`src/rtl/core/mpse_pkg.sv`:
```
// Package with request codes, tag bytes and queue types of the MessagePack encoder
`timescale 1ns / 1ps

package mpse_pkg;

    typedef enum logic [4:0] {
        REQ_NIL    = 5'd0,
        REQ_TRUE   = 5'd1,
        REQ_FALSE  = 5'd2,
        REQ_ARRAY  = 5'd3,
        REQ_MAP    = 5'd4,
        REQ_UINT   = 5'd5,
        REQ_U8     = 5'd6,
        REQ_U16    = 5'd7,
        REQ_U32    = 5'd8,
        REQ_U64    = 5'd9,
        REQ_SINT   = 5'd10,
        REQ_S8     = 5'd11,
        REQ_S16    = 5'd12,
        REQ_S32    = 5'd13,
        REQ_S64    = 5'd14,
        REQ_F32    = 5'd15,
        REQ_F64    = 5'd16,
        REQ_STR    = 5'd17,
        REQ_RAW    = 5'd18,
        REQ_FIXSTR = 5'd19,
        REQ_STR8   = 5'd20
    } req_type_t;

    localparam logic [7:0] TAG_NIL        = 8'hc0;
    localparam logic [7:0] TAG_BOOL_TRUE  = 8'hc3;
    localparam logic [7:0] TAG_BOOL_FALSE = 8'hc2;
    localparam logic [7:0] TAG_FIXARR     = 8'h90;
    localparam logic [7:0] TAG_MAP_FIX    = 8'h80;
    localparam logic [7:0] TAG_STR_FIX    = 8'ha0;
    localparam logic [7:0] TAG_U8         = 8'hcc;
    localparam logic [7:0] TAG_U16        = 8'hcd;
    localparam logic [7:0] TAG_U32        = 8'hce;
    localparam logic [7:0] TAG_U64        = 8'hcf;
    localparam logic [7:0] TAG_S8         = 8'hd0;
    localparam logic [7:0] TAG_S16        = 8'hd1;
    localparam logic [7:0] TAG_S32        = 8'hd2;
    localparam logic [7:0] TAG_S64        = 8'hd3;
    localparam logic [7:0] TAG_F32        = 8'hca;
    localparam logic [7:0] TAG_F64        = 8'hcb;
    localparam logic [7:0] TAG_STR_8BIT   = 8'hd9;

    localparam logic [15:0] CAPACITY_RESET = 16'd256;

    localparam int MAX_BYTES = 9;
    localparam int LEN_W     = 4;

    typedef struct packed {
        logic [8*MAX_BYTES-1:0] bytes;      // first byte in the top bits
        logic [LEN_W-1:0]       len;        // number of bytes, 1..9
        logic                   byte_valid;
        logic                   success;
    } mpse_entry_t;

    typedef struct packed {
        logic full;
        logic empty;
    } mpse_qstat_t;

endpackage

```
`src/rtl/core/mpse_front.sv`:
```
// Front end: accepts requests, encodes tag and payload, checks room against capacity
`timescale 1ns / 1ps

module mpse_front (
    input  logic                 aclk,
    input  logic                 aresetn,
    input  logic                 cfg_wr_en,
    input  logic [15:0]          cfg_wr_data,
    input  logic                 s_valid,
    output logic                 s_ready,
    input  logic [4:0]           s_req_type,
    input  logic [63:0]          s_value,
    input  mpse_pkg::mpse_qstat_t qstat,
    output logic                 push,
    output mpse_pkg::mpse_entry_t push_entry
);
    import mpse_pkg::*;

    logic [15:0] capacity_reg, capacity_next;
    logic [15:0] fill_reg, fill_next;

    logic [7:0]  tag;
    logic [3:0]  plen;
    logic        has_elem;
    logic [63:0] payload;
    logic [31:0] w;
    logic [16:0] need;
    logic        room_ok;
    logic        full_ok;

    assign s_ready = !qstat.full;
    assign push    = s_valid && s_ready;
    assign w       = s_value[31:0];

    always_comb begin
        tag      = 8'h00;
        plen     = 4'd0;
        has_elem = 1'b1;
        case (s_req_type)
            REQ_NIL:   tag = TAG_NIL;
            REQ_TRUE:  tag = TAG_BOOL_TRUE;
            REQ_FALSE: tag = TAG_BOOL_FALSE;
            REQ_ARRAY: begin
                has_elem = (s_value[63:4] == '0);
                tag      = TAG_FIXARR | {4'h0, s_value[3:0]};
            end
            REQ_MAP: begin
                has_elem = (s_value[63:4] == '0);
                tag      = TAG_MAP_FIX | {4'h0, s_value[3:0]};
            end
            REQ_UINT, REQ_SINT: begin
                if ((s_req_type == REQ_UINT) || !w[31]) begin
                    if (w[31:7] == '0) begin
                        tag = w[7:0];
                    end else if (w[31:8] == '0) begin
                        tag  = TAG_U8;
                        plen = 4'd1;
                    end else if (w[31:16] == '0) begin
                        tag  = TAG_U16;
                        plen = 4'd2;
                    end else begin
                        tag  = TAG_U32;
                        plen = 4'd4;
                    end
                end else begin
                    if (w[31:5] == '1) begin
                        tag = w[7:0];
                    end else if (w[31:7] == '1) begin
                        tag  = TAG_S8;
                        plen = 4'd1;
                    end else if (w[31:15] == '1) begin
                        tag  = TAG_S16;
                        plen = 4'd2;
                    end else begin
                        tag  = TAG_S32;
                        plen = 4'd4;
                    end
                end
            end
            REQ_U8: begin
                tag  = TAG_U8;
                plen = 4'd1;
            end
            REQ_U16: begin
                tag  = TAG_U16;
                plen = 4'd2;
            end
            REQ_U32: begin
                tag  = TAG_U32;
                plen = 4'd4;
            end
            REQ_U64: begin
                tag  = TAG_U64;
                plen = 4'd8;
            end
            REQ_S8: begin
                tag  = TAG_S8;
                plen = 4'd1;
            end
            REQ_S16: begin
                tag  = TAG_S16;
                plen = 4'd2;
            end
            REQ_S32: begin
                tag  = TAG_S32;
                plen = 4'd4;
            end
            REQ_S64: begin
                tag  = TAG_S64;
                plen = 4'd8;
            end
            REQ_F32: begin
                tag  = TAG_F32;
                plen = 4'd4;
            end
            REQ_F64: begin
                tag  = TAG_F64;
                plen = 4'd8;
            end
            REQ_STR: begin
                if (s_value[63:5] == '0) begin
                    tag = TAG_STR_FIX | {3'b000, s_value[4:0]};
                end else if (s_value[63:8] == '0) begin
                    tag  = TAG_STR_8BIT;
                    plen = 4'd1;
                end else begin
                    has_elem = 1'b0;
                end
            end
            REQ_RAW: tag = s_value[7:0];
            REQ_FIXSTR: begin
                has_elem = (s_value[63:5] == '0);
                tag      = TAG_STR_FIX | {3'b000, s_value[4:0]};
            end
            REQ_STR8: begin
                has_elem = (s_value[63:8] == '0);
                tag      = TAG_STR_8BIT;
                plen     = 4'd1;
            end
            default: has_elem = 1'b0;
        endcase
    end

    // align the payload to the top of the word
    always_comb begin
        case (plen)
            4'd1:    payload = {s_value[7:0], 56'h0};
            4'd2:    payload = {s_value[15:0], 48'h0};
            4'd4:    payload = {s_value[31:0], 32'h0};
            4'd8:    payload = s_value;
            default: payload = 64'h0;
        endcase
    end

    assign need    = {1'b0, fill_reg} + 17'd1 + {13'h0, plen};
    assign room_ok = fill_reg < capacity_reg;
    assign full_ok = need <= {1'b0, capacity_reg};

    always_comb begin
        push_entry.bytes      = '0;
        push_entry.len        = 4'd1;
        push_entry.byte_valid = 1'b0;
        push_entry.success    = 1'b0;
        fill_next             = fill_reg;
        if (has_elem && room_ok) begin
            push_entry.bytes[71:64] = tag;
            push_entry.byte_valid   = 1'b1;
            if (plen == 4'd0) begin
                push_entry.success = 1'b1;
                fill_next          = fill_reg + 16'd1;
            end else if (full_ok) begin
                push_entry.bytes   = {tag, payload};
                push_entry.len     = 4'd1 + plen;
                push_entry.success = 1'b1;
                fill_next          = need[15:0];
            end else begin
                fill_next = fill_reg + 16'd1;
            end
        end
    end

    assign capacity_next = cfg_wr_en ? cfg_wr_data : capacity_reg;

    always_ff @(posedge aclk) begin
        if (!aresetn) begin
            capacity_reg <= CAPACITY_RESET;
            fill_reg     <= '0;
        end else begin
            capacity_reg <= capacity_next;
            if (push) begin
                fill_reg <= fill_next;
            end
        end
    end

endmodule

```
`src/rtl/core/mpse_queue.sv`:
```
// Two-entry queue between the front end and the byte sequencer
`timescale 1ns / 1ps

module mpse_queue (
    input  logic                  aclk,
    input  logic                  aresetn,
    input  logic                  push,
    input  mpse_pkg::mpse_entry_t push_entry,
    input  logic                  pop,
    output mpse_pkg::mpse_entry_t head,
    output mpse_pkg::mpse_qstat_t qstat
);
    import mpse_pkg::*;

    mpse_entry_t slot_reg [2];
    logic        wr_ptr_reg, wr_ptr_next;
    logic        rd_ptr_reg, rd_ptr_next;
    logic [1:0]  count_reg, count_next;

    assign head        = slot_reg[rd_ptr_reg];
    assign qstat.full  = (count_reg == 2'd2);
    assign qstat.empty = (count_reg == 2'd0);

    always_comb begin
        wr_ptr_next = push ? !wr_ptr_reg : wr_ptr_reg;
        rd_ptr_next = pop ? !rd_ptr_reg : rd_ptr_reg;
        count_next  = count_reg + {1'b0, push} - {1'b0, pop};
    end

    always_ff @(posedge aclk) begin
        if (!aresetn) begin
            wr_ptr_reg <= 1'b0;
            rd_ptr_reg <= 1'b0;
            count_reg  <= 2'd0;
        end else begin
            wr_ptr_reg <= wr_ptr_next;
            rd_ptr_reg <= rd_ptr_next;
            count_reg  <= count_next;
        end
    end

    always_ff @(posedge aclk) begin
        if (push) begin
            slot_reg[wr_ptr_reg] <= push_entry;
        end
    end

endmodule

```
`src/rtl/core/mpse_back.sv`:
```
// Byte sequencer: walks the head entry one byte a cycle, while the output is taken, into the output register
`timescale 1ns / 1ps

module mpse_back (
    input  logic                  aclk,
    input  logic                  aresetn,
    input  mpse_pkg::mpse_entry_t head,
    input  mpse_pkg::mpse_qstat_t qstat,
    output logic                  pop,
    output logic                  m_valid,
    input  logic                  m_ready,
    output logic [7:0]            m_out_byte,
    output logic                  m_byte_valid,
    output logic                  m_last,
    output logic                  m_success
);
    import mpse_pkg::*;

    logic [LEN_W-1:0] idx_reg, idx_next;
    logic             valid_reg, valid_next;
    logic [7:0]       byte_reg, byte_next;
    logic             bv_reg, bv_next;
    logic             last_reg, last_next;
    logic             succ_reg, succ_next;
    logic             load;
    logic             fin;

    assign load = !qstat.empty && (!valid_reg || m_ready);
    assign fin  = (idx_reg == head.len - 4'd1);
    assign pop  = load && fin;

    always_comb begin
        idx_next   = idx_reg;
        valid_next = valid_reg && !m_ready;
        byte_next  = byte_reg;
        bv_next    = bv_reg;
        last_next  = last_reg;
        succ_next  = succ_reg;
        if (load) begin
            valid_next = 1'b1;
            byte_next  = head.bytes[8*MAX_BYTES-1 - 8*idx_reg -: 8];
            bv_next    = head.byte_valid;
            last_next  = fin;
            succ_next  = fin && head.success;
            idx_next   = fin ? '0 : idx_reg + 4'd1;
        end
    end

    always_ff @(posedge aclk) begin
        if (!aresetn) begin
            idx_reg   <= '0;
            valid_reg <= 1'b0;
        end else begin
            idx_reg   <= idx_next;
            valid_reg <= valid_next;
        end
    end

    always_ff @(posedge aclk) begin
        byte_reg <= byte_next;
        bv_reg   <= bv_next;
        last_reg <= last_next;
        succ_reg <= succ_next;
    end

    assign m_valid      = valid_reg;
    assign m_out_byte   = byte_reg;
    assign m_byte_valid = bv_reg;
    assign m_last       = last_reg;
    assign m_success    = succ_reg;

endmodule

```
`src/rtl/core/messagepack_scalar_encoder_top.sv`:
```
// MessagePack scalar encoder: turns one request a transaction into encoded bytes
// Input channel s_*: one request per transaction, s_req_type selects the kind
// and s_value carries the operand, size or raw byte.
// Output channel m_*: one transaction per encoded byte, big-endian, m_last on
// the final byte of a request and m_success on it when the element is whole.
// A rejected request, or one with no room for its tag, gives a single
// transaction with m_byte_valid low.
// cfg_wr_en/cfg_wr_data write the capacity register (reset 256); the user
// must write it only while idle, as the block does not enforce this.
// A request of n bytes (1 to 9) waits in the queue, then the byte sequencer
// puts one byte per cycle, while m_ready is high, into the output register.
// A two-entry queue holds encoded requests, so the input keeps accepting
// while the receiver stalls, until the queue fills.
// Reset clears the byte count, the queue and the output valid flag, and
// restores the capacity to 256.
`timescale 1ns / 1ps

module messagepack_scalar_encoder_top (
    input  logic        aclk,
    input  logic        aresetn,
    input  logic        cfg_wr_en,
    input  logic [15:0] cfg_wr_data,
    input  logic        s_valid,
    output logic        s_ready,
    input  logic [4:0]  s_req_type,
    input  logic [63:0] s_value,
    output logic        m_valid,
    input  logic        m_ready,
    output logic [7:0]  m_out_byte,
    output logic        m_byte_valid,
    output logic        m_last,
    output logic        m_success
);
    import mpse_pkg::*;

    mpse_entry_t push_entry;
    mpse_entry_t head;
    mpse_qstat_t qstat;
    logic        push;
    logic        pop;

    mpse_front u_front (
        .aclk        (aclk),
        .aresetn     (aresetn),
        .cfg_wr_en   (cfg_wr_en),
        .cfg_wr_data (cfg_wr_data),
        .s_valid     (s_valid),
        .s_ready     (s_ready),
        .s_req_type  (s_req_type),
        .s_value     (s_value),
        .qstat       (qstat),
        .push        (push),
        .push_entry  (push_entry)
    );

    mpse_queue u_queue (
        .aclk       (aclk),
        .aresetn    (aresetn),
        .push       (push),
        .push_entry (push_entry),
        .pop        (pop),
        .head       (head),
        .qstat      (qstat)
    );

    mpse_back u_back (
        .aclk         (aclk),
        .aresetn      (aresetn),
        .head         (head),
        .qstat        (qstat),
        .pop          (pop),
        .m_valid      (m_valid),
        .m_ready      (m_ready),
        .m_out_byte   (m_out_byte),
        .m_byte_valid (m_byte_valid),
        .m_last       (m_last),
        .m_success    (m_success)
    );

endmodule

```
`config.mk`:
```
export PLATFORM = sky130hd
export DESIGN_NAME = messagepack_scalar_encoder_top
export DESIGN_NICKNAME = d
export VERILOG_FILES = /design/src/rtl/core/mpse_pkg.sv /design/src/rtl/core/mpse_front.sv /design/src/rtl/core/mpse_queue.sv /design/src/rtl/core/mpse_back.sv /design/src/rtl/core/messagepack_scalar_encoder_top.sv
export SDC_FILE = /design/constraint.sdc
export NUM_CORES = 1
export LEC_CHECK = 0
export ABC_AREA = 1
export BUFFER_PORTS_ARGS = -buffer_cell sky130_fd_sc_hd__buf_2
export CAP_MARGIN = 20
export CORE_ASPECT_RATIO = 0.5
export CORE_MARGIN = 8
export CORE_UTILIZATION = 55
export DETAILED_ROUTE_END_ITERATION = 10
export PLACE_DENSITY = 0.77
export SYNTH_ARGS = -nofsm -noshare
export SYNTH_HDL_FRONTEND = slang
export SYNTH_HIERARCHICAL = 1
export SYNTH_SLANG_ARGS = --single-unit
export TNS_END_PERCENT = 100
```
`constraint.sdc`:
```
create_clock -name aclk -period 4.8 [get_ports aclk]
set_input_delay 0.72 -clock aclk [delete_from_list [all_inputs] [get_ports aclk]]
set_output_delay 0.72 -clock aclk [all_outputs]
set_load 0.03 [all_outputs]
```
== After elaboration in Yosys (flattened, before gate mapping) ==
Memory sizes are Yosys's and may differ from the RTL's. A register that Yosys moved wholly into a read port is not among the register bits.
Index checks and enable logic that the tools add are counted.
Word-level totals
  logic and storage cells: 122
  input bits: 90
  bits in writable memories: 156
  memories: 1
  output and inout port bits: 13
  register bits: 52
Operators by class
  shift-type cells: 1
  reduce and logical (&&, ||, !) cells: 32
  multiplexer cells: 37
  add/sub/neg operators: 9
  order comparisons: 2
  equal/unequal tests: 29
Memory list
  u_queue.slot_reg: depth 2, width 78, read ports 1, clocked after Yosys merged registers in 1, wr ports 1, line mpse_queue.sv:15  | mpse_entry_t slot_reg [2];
Operators by type and width (count)
  $pmux W64 S4: 1
  $pmux W8 S20: 1
  $mux W68: 2
  $shiftx A79 B33 Y8: 1
  $mux W78: 1
  $logic_not A60 Y1: 1
  $logic_not A59 Y1: 1
  $logic_not A56 Y1: 1
  $mux W8: 7
  $eq A5 B4 Y1 const B: 8
  $mux W16: 2
  $mux W4: 7
  $eq A27 B27 Y1 const B: 1
  $eq A25 B25 Y1 const B: 1
  $eq A5 B5 Y1 const B: 5
  $logic_not A25 Y1: 1
  $logic_not A24 Y1: 1
  $pmux W4 S6: 1
  $eq A5 B3 Y1 const B: 4
  $add A16 B1 Y17 const B: 1
  $add A17 B4 Y17: 1
  $eq A17 B17 Y1 const B: 1
  $le A17 B16 Y1: 1
  $add A16 B1 Y16 const B: 1
  30 further kinds: 58

== Depth between registers and ports, before layout ==
  word-level depth: 11
  gate-level depth with buffers: 36

== Modules after synthesis ==
Netlist, hierarchy kept.
Modules (own cells, without submodules)
  mpse_queue: area an instance 5936.9 um^2, seq. area each 4784.6 um^2, cells an instance 277, instances 1
  mpse_front: area an instance 5318.9 um^2, seq. area each 640.6 um^2, cells an instance 914, instances 1
  mpse_back: area an instance 1531.5 um^2, seq. area each 430.4 um^2, cells an instance 257, instances 1

== Least setup slack after synthesis ==
Ideal clock, no wire load.
  kind: input -> register
  start point: input s_valid
  end point: memory u_queue/slot_reg[0][0] in the netlist's numbering, enable pin
  library setup time: 0.516 ns
  cell stages on the path: 4
  path slack: 0.038 ns
  arrival time: 4.246 ns
  buffers on the path: 0
  path through: nand2_1 inv_1 inv_1 nor2_1
On the way
  word-level cells in the longest chain between the ends: 3
Ends and longest elaborated chain
  from (decl): line messagepack_scalar_encoder_top.sv:23  | input logic s_valid,
  $logic_and A1 B1 Y1: line mpse_front.sv:32  | assign push = s_valid && s_ready;
  via push: line messagepack_scalar_encoder_top.sv:39  | logic push;
  $mux W1: line mpse_queue.sv:43  | if (push) begin
  $mux W1 (not written as such): line mpse_queue.sv:44  | slot_reg[wr_ptr_reg] <= push_entry;
  to (decl): line mpse_queue.sv:15
The timed path passes the listed nets, and every way through them passes these cells.

==> impl_metrics.ini <==
[timing]
drv_slew = 0
finClkSkew_ns = 0.0234
slew_headroom_pct = 27.4
hold_viol_final = 0
tightest_slew_ns = 1.09
max_freq_ghz = 0.216
setup_violations = 0
post-route-min-period_ns = 4.62
fin_crit_sh_pct = 96.2

[detailed_routing]
routed_wl_um = 39600
num_vias = 11700
drt-initial-drc-count = 1558
ant_nets = 0
drc = 0
post_drt_wl_per_cell_um = 19.8
firstDrtPassIters = 5
routed_via_density = 5.84

[cells_and_area]
nets = 1808
syn2layout_area_growth_pct = 21.2
largest_reg_flops = 156
multi_input_area_um2 = 6170
fill_cells = 1838
fin_cells = 1999
regArea_um2 = 5860
layout-drive-gt1-share_pct = 28.7
fin_area_um2 = 15500
postLayoutCoreUtil_pct = 67.8

[grt]
gr-total-overflow = 0
track_usage_pct = 26.6
grt_pass1_wl_um = 60100
grt_antenna_before_repair = 0
grt_start_max_net_pins = 47
first_global_vias = 11300

[floorplanning]
row_count = 39
coreArea_um2 = 22800
die_w_um = 232
start_util_pct = 56.0
pin_count = 103
die_area_um2 = 28700
die_height_um = 124

[setup_path]
worstPathMaxFanout = 7
worstPathArrival_ns = 4.98
reg2reg_to = u_queue/slot_reg[0][56]
crit_path_top_delay_cell = ha_1
path_buf_inv = 7
start_kind = primary input
required_ns = 5.16
crit_top_cell = inv_1
cp_top_family = simple AND/OR/NAND/NOR gates
crit_path_end_kind = register
r2r_cells = 22
reg2reg_from = u_front/fill_reg[0]
r2r_setup_slack_ns = 1.19
crit_type = primary input to register
slowest_delay_ns = 0.32

[worst_hold_path]
hold_depth = 3
min_to = u_front/capacity_reg[0]
hold_class = primary input to register
min_from = cfg_wr_data[0]

[logic_synthesis]
syn_area_um2 = 12800
syn_avg_cell_area_um2 = 8.83
synth_cells = 1448
yosysUniqueCellTypes = 50
yosysSeqAreaShare_pct = 45.8
synth-async-reset-ratio_pct = 0
yosysTopAreaCell = edfxtp_1
synth_top_cell_area_share_pct = 39.2
ys.flop_type = edfxtp_1
ys_seq_elements = 209
yosysWarnings = 6
synth_nets = 1580
synth.area.top_cells = edfxtp_1, nand2_1, dfxtp_1, nor2_1, mux2_2
synth-edff-count = 167

[clock_tree]
cts_tree = built
cts_buffers = 21
htreeDepth = 1
clk_pin_slew_ns = 0.07
cts-root-buf = clkbuf_16
cts_buffer_depth = 3
numClockSinks = 209
holdBufCountCts = 0
clock_latency_ns = 0.53

[power]
peakVddDrop_uv = 291
leakage_nw = 6.60
cellPowerDensity_nw_per_um2 = 455

[placement]
dpl_cell_area_um2 = 14500
portBuffers = 102
dp.cells = 1953
dp_hpwl_um = 28600
gp_congestion = 0.987

[run_status]
outcome = finished clean

[run]
drv_cap = 0
==> cells in the mapped netlist, types with 2 or more instances <==
cell,instances
nand2_1,286
nor2_1,190
edfxtp_1,167
inv_1,142
nand3_1,123
a21oi_1,77
mux2_2,58
dfxtp_1,42
ha_1,41
o21ai_0,31
a22oi_1,29
xor2_1,28
nand4_1,22
mux2_4,20
nor3_2,19
clkbuf_1,18
nor3_1,16
buf_2,15
buf_6,15
a21oi_2,12
o21ai_1,12
nor2_2,11
inv_2,10
nand2_2,10
nor4_1,6
buf_4,4
o211ai_1,4
o22ai_1,4
buf_1,3
nor2_4,3
a31oi_1,2
a41oi_1,2
clkinv_1,2
inv_4,2
nand2_4,2
nand3_2,2
nand3_4,2
o21a_1,2
or2_1,2
xnor2_1,2
==> logic make-up after synthesis <==
logic type	after synthesis	synth area share (%)
compound gates	180	8.33
xor+xnor	32	2.40
fa+ha+maj	42	4.17
buf+inv	211	7.38
flops	209	45.8
mux	78	7.46
simple gates	696	24.5
==> worst reg2reg max path, cell delays in order (launching register included) <==
cell and delay (ns):
dfxtp_1 0.39, inv_2 0.09, ha_1 0.19, inv_1 0.09, fa_2 0.21, inv_1 0.05, nor2_1 0.12, nor2_2 0.07
nor3_2 0.11, buf_4 0.15, nand3_1 0.10, xor2_2 0.18, ha_1 0.32, nand2_1 0.07, inv_1 0.03, o21ai_0 0.14
a21oi_1 0.08, nor2_1 0.11, nand3_1 0.13, nand2_4 0.16, nand3_4 0.25, buf_12 0.26, a21oi_1 0.17
==> where the power goes <==
group | total (mW) | switching (mW) | internal [mW]
combinational | 2.87 | 1.87 | 1.00
clock | 1.62 | 0.713 | 0.910
sequential | 2.55 | 0.183 | 2.37
==> layout make-up <==
type                       instances  area share (%)
inverter                         156            3.81
clock inverter                    10           0.533
timing repair buffer             260            11.7
tap                              307            2.48
multi-input combinational       1028            39.8
sequential                       209            37.8
clock buffer                      28            3.76
antenna                            1          0.0162
==> cells in the final DEF (no fill, tap or decap), drive strengths merged, types with 41 or more instances in the layout <==
| master | synthesis | layout |
|---|---|---|
| dfxtp | 42 | 42 |
| buf | 37 | 257 |
| edfxtp | 167 | 167 |
| nor2 | 204 | 204 |
| nand2 | 298 | 298 |
| a21oi | 89 | 89 |
| mux2 | 78 | 78 |
| ha | 41 | 41 |
| inv | 154 | 156 |
| o21ai | 44 | 44 |
| nand3 | 127 | 127 |
==> timing repair <==
| action | CTS | global route |
|---|---|---|
| buffers inserted | 0 | 4 |
| endpoints found under the setup margin | 8 | 154 |
| pin swaps | 0 | 15 |
| resized for setup | 1 | 49 |
| cloned | 0 | 3 |
==> layer usage <==
| metal | global-route usage, % | vias to the layer above | share of wire [%] |
|---|---|---|---|
| met3 | 5.91 | 101 | 11 |
| met1 | 34.7 | 5511 | 40 |
| met2 | 44.0 | 683 | 46 |
| met5 | 0 | - | 0 |
| li1 | - | 5381 | - |
| met4 | 9.63 | 0 | 3.2 |
==> stage by stage <==
step / setup slack (ns) / hold WS, ns / setup TNS, ns / power (mW)
final: 0.180 / 0.444 / 0 / 7.05
after global routing: -0.0297 / 0.451 / -0.736 / 7.37
after CTS: 0.0526 / 0.419 / 0 / 6.92
after detailed placement: -0.585 / 0.483 / -74.32 / 5.30
after global placement: -0.466 / 0.474 / -57.11 / 5.22
after floorplan: 0.0385 / 0.461 / 0 / 4.44
==> how the worst max path moves through the flow <==
stage | startpoint | to | slack [ns] | cells past startpoint
3_5_place_dp | s_value[33] | u_front/fill_reg[5] | -0.59 | 35
4_1_cts | s_value[33] | u_front/fill_reg[0] | 0.05 | 35
5_1_grt | s_value[29] | u_queue/slot_reg[1][65] | -0.03 | 33
2_1_floorplan | s_valid | u_queue/slot_reg[0][0] | 0.04 | 4
6_report | s_value[33] | u_queue/slot_reg[0][56] | 0.18 | 32
3_3_place_gp | s_value[33] | u_front/fill_reg[5] | -0.47 | 35
Note: power is estimated with default switching activity, not from simulation.
